--- config.mk ---
export PLATFORM = sky130hd
export DESIGN_NAME = tcw_ctrl
export DESIGN_NICKNAME = d
export VERILOG_FILES = /design/src/rtl/tcw_pkg.sv /design/src/rtl/tcw_ctrl.sv
export VERILOG_INCLUDE_DIRS = /design/src /design/src/rtl
export SDC_FILE = /design/constraint.sdc
export NUM_CORES = 1
export LEC_CHECK = 0
export BUFFER_PORTS_ARGS = -buffer_cell sky130_fd_sc_hd__buf_2
export CORE_MARGIN = 4
export CORE_UTILIZATION = 55
export CTS_BUF_LIST = sky130_fd_sc_hd__clkbuf_8
export CTS_CLUSTER_SIZE = 24
export DETAILED_ROUTE_END_ITERATION = 6
export GPL_TIMING_DRIVEN = 0
export PLACE_DENSITY = 0.81
export REMOVE_ABC_BUFFERS = 1
export SLEW_MARGIN = 25
export SYNTH_ARGS = -nofsm -noshare
export SYNTH_HDL_FRONTEND = slang
export SYNTH_SLANG_ARGS = --single-unit
--- constraint.sdc ---
create_clock -name clock -period 2.2 [get_ports clock]
set_input_delay 0.11 -clock clock [delete_from_list [all_inputs] [get_ports clock]]
set_output_delay 0.11 -clock clock [all_outputs]
set_load 0.01 [all_outputs]
--- src/rtl/text_console_writer_defines.svh ---
// Assertion macros shared by the text console writer RTL.
// Included by the modules that carry concurrent checks; no other dependencies.
`ifndef TEXT_CONSOLE_WRITER_DEFINES_SVH
`define TEXT_CONSOLE_WRITER_DEFINES_SVH

// same-cycle implication
`define TCW_ASSERT_IMP(lbl, clk, rst, ante, cons, msg) \
   lbl: assert property (@(posedge clk) disable iff (rst) (ante) |-> (cons)) \
      else $error(msg);

// next-cycle implication
`define TCW_ASSERT_NXT(lbl, clk, rst, ante, cons, msg) \
   lbl: assert property (@(posedge clk) disable iff (rst) (ante) |=> (cons)) \
      else $error(msg);

`endif

--- src/rtl/tcw_pkg.sv ---
// Shared types and constants for the text console writer.
// Used by the controller, the datapath, the RAM and the top level.
`default_nettype none

package tcw_pkg;

   localparam int TCW_COLS = 80;
   localparam int TCW_ROWS = 25;
   localparam int CELL_W   = 16;

   localparam int KIND_W      = 2;
   localparam int CHAR_W      = 8;
   localparam int TROW_W      = 5;
   localparam int TCOL_W      = 7;
   localparam int REQ_TDATA_W = 24;
   localparam int RSP_TDATA_W = 32;

   localparam logic [CHAR_W-1:0] CH_SPACE    = 8'h20;
   localparam logic [CHAR_W-1:0] CH_MARK     = 8'h5F;
   localparam logic [CHAR_W-1:0] CH_NEWLINE  = 8'h0A;
   localparam logic [CHAR_W-1:0] COLOR_RESET = 8'd15;

   typedef enum logic [KIND_W-1:0] {
      KIND_PUT   = 2'd0,
      KIND_READ  = 2'd1,
      KIND_SET   = 2'd2,
      KIND_CLEAR = 2'd3
   } kind_type;

   typedef enum logic [2:0] {
      WD_CHAR  = 3'd0,
      WD_MARK  = 3'd1,
      WD_SPACE = 3'd2,
      WD_COPY  = 3'd3,
      WD_ZERO  = 3'd4
   } wd_sel_type;

   typedef enum logic [2:0] {
      AD_CUR      = 3'd0,
      AD_CUR_NEXT = 3'd1,
      AD_PTR      = 3'd2,
      AD_PTR_SRC  = 3'd3,
      AD_TARGET   = 3'd4
   } addr_sel_type;

   typedef enum logic [1:0] {
      CUR_HOLD    = 2'd0,
      CUR_INC_COL = 2'd1,
      CUR_NEWLINE = 2'd2,
      CUR_SET     = 2'd3
   } cur_op_type;

   typedef enum logic [1:0] {
      PTR_HOLD = 2'd0,
      PTR_ZERO = 2'd1,
      PTR_INC  = 2'd2
   } ptr_op_type;

   typedef struct packed {
      logic         item_ld;
      logic         wr_en;
      wd_sel_type   wd_sel;
      addr_sel_type addr_sel;
      logic         rd_en;
      cur_op_type   cur_op;
      ptr_op_type   ptr_op;
      logic         rsp_ld;
   } cmd_type;

   typedef struct packed {
      kind_type req_kind;
      logic     req_newline;
      logic     col_full;
      logic     mark_ok;
      logic     row_last;
      logic     copy_end;
      logic     fill_end;
      logic     rsp_free;
   } status_type;

endpackage

`default_nettype wire

--- src/rtl/tcw_ctrl.sv ---
// Controller state machine: sequences the reset-time zeroing, puts, newlines, scrolls, clears, reads and cursor sets.
// Talks to tcw_dp through cmd_type and status_type; depends on tcw_pkg.
`default_nettype none

`include "text_console_writer_defines.svh"

module tcw_ctrl (
   input  wire logic                clock,
   input  wire logic                reset,
   input  wire logic                req_tvalid,
   output logic                     req_tready,
   input  wire tcw_pkg::status_type st,
   output tcw_pkg::cmd_type         cmd
);

   import tcw_pkg::*;

   typedef enum logic [12:0] {
      S_INIT     = 13'b0000000000001,
      S_IDLE     = 13'b0000000000010,
      S_PUT_CH   = 13'b0000000000100,
      S_PUT_MK   = 13'b0000000001000,
      S_NL_BLANK = 13'b0000000010000,
      S_NL_MARK  = 13'b0000000100000,
      S_SCR_RD   = 13'b0000001000000,
      S_SCR_WR   = 13'b0000010000000,
      S_FILL     = 13'b0000100000000,
      S_RD       = 13'b0001000000000,
      S_RD_WAIT  = 13'b0010000000000,
      S_SET      = 13'b0100000000000,
      S_RESP     = 13'b1000000000000
   } state_type;

   state_type state_ff, state_in;
   logic      pend_ff, pend_in;   // a put waits behind the current newline
   logic      finish;

   always_comb begin
      state_in     = state_ff;
      pend_in      = pend_ff;
      finish       = 1'b0;
      req_tready   = 1'b0;
      cmd.item_ld  = 1'b0;
      cmd.wr_en    = 1'b0;
      cmd.wd_sel   = WD_SPACE;
      cmd.addr_sel = AD_CUR;
      cmd.rd_en    = 1'b0;
      cmd.cur_op   = CUR_HOLD;
      cmd.ptr_op   = PTR_HOLD;
      cmd.rsp_ld   = 1'b0;

      unique case (state_ff)
         S_INIT: begin
            cmd.wr_en    = 1'b1;
            cmd.wd_sel   = WD_ZERO;
            cmd.addr_sel = AD_PTR;
            cmd.ptr_op   = PTR_INC;
            if (st.fill_end) begin
               cmd.ptr_op = PTR_ZERO;
               state_in   = S_IDLE;
            end
         end
         S_IDLE: begin
            req_tready = 1'b1;
            if (req_tvalid) begin
               cmd.item_ld = 1'b1;
               pend_in     = 1'b0;
               unique case (st.req_kind)
                  KIND_PUT: begin
                     if (st.req_newline) begin
                        state_in = S_NL_BLANK;
                     end else if (st.col_full) begin
                        pend_in  = 1'b1;
                        state_in = S_NL_BLANK;
                     end else begin
                        state_in = S_PUT_CH;
                     end
                  end
                  KIND_READ: state_in = S_RD;
                  KIND_SET:  state_in = S_SET;
                  KIND_CLEAR: begin
                     cmd.ptr_op = PTR_ZERO;
                     state_in   = S_FILL;
                  end
                  default: state_in = S_IDLE;
               endcase
            end
         end
         S_PUT_CH: begin
            cmd.wr_en  = 1'b1;
            cmd.wd_sel = WD_CHAR;
            state_in   = S_PUT_MK;
         end
         S_PUT_MK: begin
            // marker only while it stays inside the row
            cmd.wr_en    = st.mark_ok;
            cmd.wd_sel   = WD_MARK;
            cmd.addr_sel = AD_CUR_NEXT;
            cmd.cur_op   = CUR_INC_COL;
            finish       = 1'b1;
         end
         S_NL_BLANK: begin
            cmd.wr_en  = ~st.col_full;
            cmd.cur_op = CUR_NEWLINE;
            if (st.row_last) begin
               cmd.ptr_op = PTR_ZERO;
               state_in   = S_SCR_RD;
            end else begin
               state_in = S_NL_MARK;
            end
         end
         S_NL_MARK: begin
            cmd.wr_en  = 1'b1;
            cmd.wd_sel = WD_MARK;
            if (pend_ff) begin
               pend_in  = 1'b0;
               state_in = S_PUT_CH;
            end else begin
               finish = 1'b1;
            end
         end
         S_SCR_RD: begin
            cmd.rd_en    = 1'b1;
            cmd.addr_sel = AD_PTR_SRC;
            state_in     = S_SCR_WR;
         end
         S_SCR_WR: begin
            cmd.wr_en    = 1'b1;
            cmd.wd_sel   = WD_COPY;
            cmd.addr_sel = AD_PTR;
            cmd.ptr_op   = PTR_INC;
            // pointer lands on the bottom row for the blanking sweep
            state_in     = st.copy_end ? S_FILL : S_SCR_RD;
         end
         S_FILL: begin
            cmd.wr_en    = 1'b1;
            cmd.addr_sel = AD_PTR;
            cmd.ptr_op   = PTR_INC;
            if (st.fill_end) begin
               if (pend_ff) begin
                  pend_in  = 1'b0;
                  state_in = S_PUT_CH;
               end else begin
                  finish = 1'b1;
               end
            end
         end
         S_RD: begin
            cmd.rd_en    = 1'b1;
            cmd.addr_sel = AD_TARGET;
            state_in     = S_RD_WAIT;
         end
         S_RD_WAIT: finish = 1'b1;
         S_SET: begin
            cmd.cur_op = CUR_SET;
            finish     = 1'b1;
         end
         S_RESP: finish = 1'b1;
         default: state_in = S_IDLE;
      endcase

      if (finish) begin
         cmd.rsp_ld = st.rsp_free;
         state_in   = st.rsp_free ? S_IDLE : S_RESP;
      end
   end

   always_ff @(posedge clock) begin
      if (reset) begin
         state_ff <= S_INIT;
         pend_ff  <= 1'b0;
      end else begin
         state_ff <= state_in;
         pend_ff  <= pend_in;
      end
   end

   `TCW_ASSERT_IMP(a_rsp_slot, clock, reset, cmd.rsp_ld, st.rsp_free, "result loaded over a pending result")
   `TCW_ASSERT_NXT(a_one_item, clock, reset, req_tvalid && req_tready, !req_tready, "second transaction taken while busy")
   `TCW_ASSERT_IMP(a_quiet_wr, clock, reset, (state_ff == S_IDLE) || (state_ff == S_RESP), !cmd.wr_en, "cell write outside a work step")

endmodule

`default_nettype wire

=== Word level (Yosys, flattened, before mapping) ===
Cells that the tools add are included.

* Output and inout port bits: 15
* Logic and storage cells: 70
* Register bits after elaboration: 14

* Bitwise gates (word level): 1
* Eq/ne operators: 22
* Muxes and demuxes: 35
* Reduce and logical (&&, ||, !) cells: 10

{| class="wikitable"
|+ Operators by type and width
! kind !! count
|-
| 13-bit one-hot mux with 10 select lines || 1
|-
| 13-bit 2-to-1 mux || 6
|-
| 13-bit one-hot mux with 4 select lines || 1
|-
| 3-bit one-hot mux with 4 select lines || 2
|-
| 1-bit 2-to-1 mux || 15
|-
| 13-bit by 1-bit == test with 1-bit output, second input constant || 1
|-
| 13-bit by 10-bit == test with 1-bit output, second input constant || 1
|-
| 13-bit by 11-bit == test with 1-bit output, second input constant || 1
|-
| 13-bit by 12-bit == test with 1-bit output, second input constant || 1
|-
| 13-bit == test, second input constant || 1
|-
| 13-bit by 2-bit == test with 1-bit output, second input constant || 1
|-
| 13-bit by 3-bit == test with 1-bit output, second input constant || 1
|-
| 13-bit by 4-bit == test with 1-bit output, second input constant || 1
|-
| 13-bit by 5-bit == test with 1-bit output, second input constant || 1
|-
| 13-bit by 6-bit == test with 1-bit output, second input constant || 1
|-
| 13-bit by 7-bit == test with 1-bit output, second input constant || 1
|-
| 13-bit by 8-bit == test with 1-bit output, second input constant || 1
|-
| 13-bit by 9-bit == test with 1-bit output, second input constant || 1
|-
| 5-bit 2-to-1 mux || 2
|-
| 9-bit 2-to-1 mux || 1
|-
| 3-bit inequality test, second input constant || 3
|-
| 1-bit one-hot mux with 3 select lines || 3
|-
| 2-bit one-hot mux with 4 select lines || 1
|-
| 7-bit 2-to-1 mux || 1
|-
| other kinds (15) || 19
|}

=== Logic depth before layout (Yosys ltp) ===
* Depth after elaboration: 6
* Depth in mapped cells: 9
* Mapped depth without buffers: 7

=== Least setup slack after synthesis ===
Ideal clock, no wire load.

* Path kind: register to register
* Start point: reg state_ff[4]
* End point: reg state_ff[11]
* Cell stages (with the launch flop): 10
* Setup slack: 0.123 ns
* Required time: 2.074 ns
* Arrival time: 1.951 ns
* Clock period less this slack: 2.077 ns
* Cells stage by stage: dfxtp_1 buf_6 or4_4 or4_4 clkinv_4 nand2b_4 nand2_2 or3b_1 buf_6 nor4b_2

* Cells in the longest elaborated chain, start to end: 5
* Elaborated cells on any way between the ends: 22

{| class="wikitable"
|+ Ends and longest elaborated chain
! item !! line !! RTL
|-
| start, declared || tcw_ctrl.sv:34 || <nowiki>state_type state_ff, state_in;</nowiki>
|-
| start signal, assigned || tcw_ctrl.sv:173 || <nowiki>state_ff <= state_in;</nowiki>
|-
| 13-bit by 4-bit == test with 1-bit output, or another cell as far along || tcw_ctrl.sv:52 || <nowiki>unique case (state_ff)</nowiki>
|-
| 4-bit OR reduction (no line) || n/a ||
|-
| 1-bit one-hot mux with 3 select lines || tcw_ctrl.sv:52 ||
|-
| 3-bit inequality test (no line) or 2-bit by 1-bit inequality test with 1-bit output (tied branches) || n/a ||
|-
| 4-bit AND reduction (no line) || n/a ||
|}

Several ways; a longest one is shown, not always the timed one.
A chain may end at the register's enable or synchronous reset.

==> reports/results.ini <==
[run_status]
status=complete, but fails checks
violations=setup timing

[clock_network]
clock_sinks=14
clockBufferDepth=2
postCtsHoldBufs=0
htree_levels=1
cts_buffers=3
root_buffer=clkbuf_8
clk_latency_ns=0.25
cts_tree=built
clk_pin_slew_ns=0.07

[final_layout]
area_growth_pct=44.42
nets=190
multi_input_area_um2=909.6
num-fill-cells=101
diodes=0
layout.cells.non_filler=202
seqCellArea_um2=302.8
drive_above_1_share_pct=57.06

[worst_setup_path]
path_max_fanout=4
crit_family=simple AND/OR/NAND/NOR gates
critPathBufInv=1
cp-start-kind=flop
cp.required_ns=2.09
critPathMaxStageDelay_ns=0.56
arrival_ns=2.23
end_kind=output port
cpMaxStageDelayCell=or4_4
cpMostUsedCell=nand2_1
crit_type=flop to output port
cp_cell_sequence=or4_4 > nor2_1 > nand2_1 > nor2_2 > nand2_1 > nand3_1 > buf_2

[sta]
max_freq_ghz=0.4279
final_hold_viol_count=0
relSlewSlack_pct=67.06
setup_viol=13
skew_ns=0.0009897
period_needed_ns=2.337
worst_pin_slew_ns=0.4908
post-route-period-util_pct=106.2
fin_ws_ns=-0.1371
finalMaxSlewViolations=0
rsz0062_at_grt=true
whs_ns=0.07796

[floorplanning]
dieWidth_um=52.46
start_util_pct=60.35
io_pins=27
coreArea_um2=1802
die_area_um2=2752
row_count=15
dieHeight_um=52.46

[min_path]
worstHoldPathType=input pin to flop

[synthesis]
yosys.area.top_type=dfxtp_1
synth-edff-count=0
synth_cells=137
ys_top_cells_by_area=dfxtp_1 26%, nand2_1 5.2%, nor3_1 4.6%
synthFlopType=dfxtp_1
synth_cell_types=46
syn_area_um2=1087
synth_area_per_cell_um2=7.936
synthArstFlopShare_pct=0
yosysWarnings=0
synth_seq_cells=14
synth_seq_area_share_pct=25.78
synth_top_cell_area_share_pct=25.78

[power]
p_per_area_nw_per_um2=523.5
p_leak_nw=0.6903
power_w=0.0008220
ir_drop_mv=0.5360

[job]
cap_violations=0

[drt]
vias_per_cell=7.213
wl_mm=5.042
num_vias=1457
drtIter0Drc=136
first_pass_iters=5
wl_per_cell_um=24.96
ant_nets=0
drc=0

[placement]
dp_hpwl_mm=2.415
gp_congestion=0.8991
pre_cts_ws_ns=-0.1766
placed_cells_incl_taps=183
io_buffers=26

[global_route]
grt_start_max_net_pins=13
antenna_found_initial=0
track_usage_pct=32.62
grt_pass1_vias=1270
grt_pass1_wl_mm=6.417
grt_overflow=0

registers in the layout, indices dropped and copies added (netlist names):
name      count
pend_ff       1
state_ff     13
placed cells by master, fill, tap and decap left out, types with 2 or more instances in the layout:
cell type	instances
dfxtp_2	9
nor4b_2	2
nand2_2	3
nor4b_1	3
inv_1	3
buf_6	2
a21oi_1	4
nor4_4	2
xor2_1	2
buf_2	24
nand2_1	12
and2b_1	3
or4b_4	3
o21ai_0	5
o211ai_1	2
nor2_2	5
dfxtp_1	2
nor3_1	6
or4_4	5
or2b_1	2
nor4_1	2
nor3_2	3
dfxtp_4	3
clkbuf_8	4
nor2_1	9
nand3_1	7
nor3_4	3
o21ai_2	2
buf_4	14
routing by layer:
layer	track usage [%]	routed length, um	share of wire, %	vias up
met4	19.57	385	7.6	0
li1	-	-	-	597
met1	40.03	1808	36	660
met3	9.402	636	13	46
met5	0	0	0	-
met2	49.79	2211	44	154
where the power goes:
part           switching [W]  leakage [nW]  internal (W)
logic               0.000160         0.542      0.000117
clock network       0.000109        0.0288      0.000159
registers          0.0000153         0.120      0.000261
Yosys cell counts (2+ instances only):
cell type,number
dfxtp_1,14
buf_6,3
nor4_2,2
or4_4,3
o21ai_0,6
xor2_1,2
nor2_2,3
or2b_1,2
or4b_2,4
nand3_1,7
o211ai_1,2
nor2_1,12
inv_1,3
o21ai_1,2
nor3_1,10
and2b_1,3
a21oi_1,4
nand2_1,15
nor4b_2,2
nor4_1,3
and2_1,2
nor3_2,2
nand2b_1,2
and3_1,2
or4_1,2
nor4b_1,4
or3b_1,2
stage by stage:
stage	utilization, %	cell area (um^2)	setup TNS, ns
finish	87.15	1570	-0.5165
global route	87.15	1570	-1.308
CTS	78.33	1411	-0.02515
detailed placement	66.94	1206	-1.018
global placement	66.94	1206	-0.7862
floorplan	-	1045	0
layout make-up:
cell class | count | share of cell area, %
inverters | 5 | 1.514
well taps | 25 | 1.992
repair buffers | 40 | 15.78
multi-input cells | 114 | 57.93
clock buffers | 4 | 3.506
flip-flops and latches | 14 | 19.28
final timing paths:
kind                      from            to  slack [ns]  cells past startpoint
setup / recovery   state_ff[4]        cmd[1]       -0.14                      7
hold / removal           st[8]   state_ff[9]        0.08                      2
setup reg to reg  state_ff[12]  state_ff[11]       -0.10                      7
hold reg to reg    state_ff[8]   state_ff[8]        0.54                      2
kinds of logic (layout without fill, tap and decap cells):
kind of cell / Yosys count / after routing / synth area share (%)
flops: 14 / 14 / 25.78
buf+inv: 10 / 49 / 6.098
simple gates: 89 / 90 / 53.28
compound gates: 21 / 21 / 12.43
xor+xnor: 3 / 3 / 2.417
worst register-to-register path: stages, from the launching register on:
cell     delay (ns)
dfxtp_1        0.48
or4_4          0.23
buf_4          0.12
nor3_1         0.06
o21ai_1        0.42
nand2_2        0.15
or3b_4         0.50
nor4b_2        0.25
timing repair:
item	4_1_cts	5_1_grt
setup endpoints to repair	16	19
setup buffers	9	5
cloned	1	0
resized for setup	25	28
pin swaps	6	10
No activity file was read; power rests on OpenSTA's default activity.
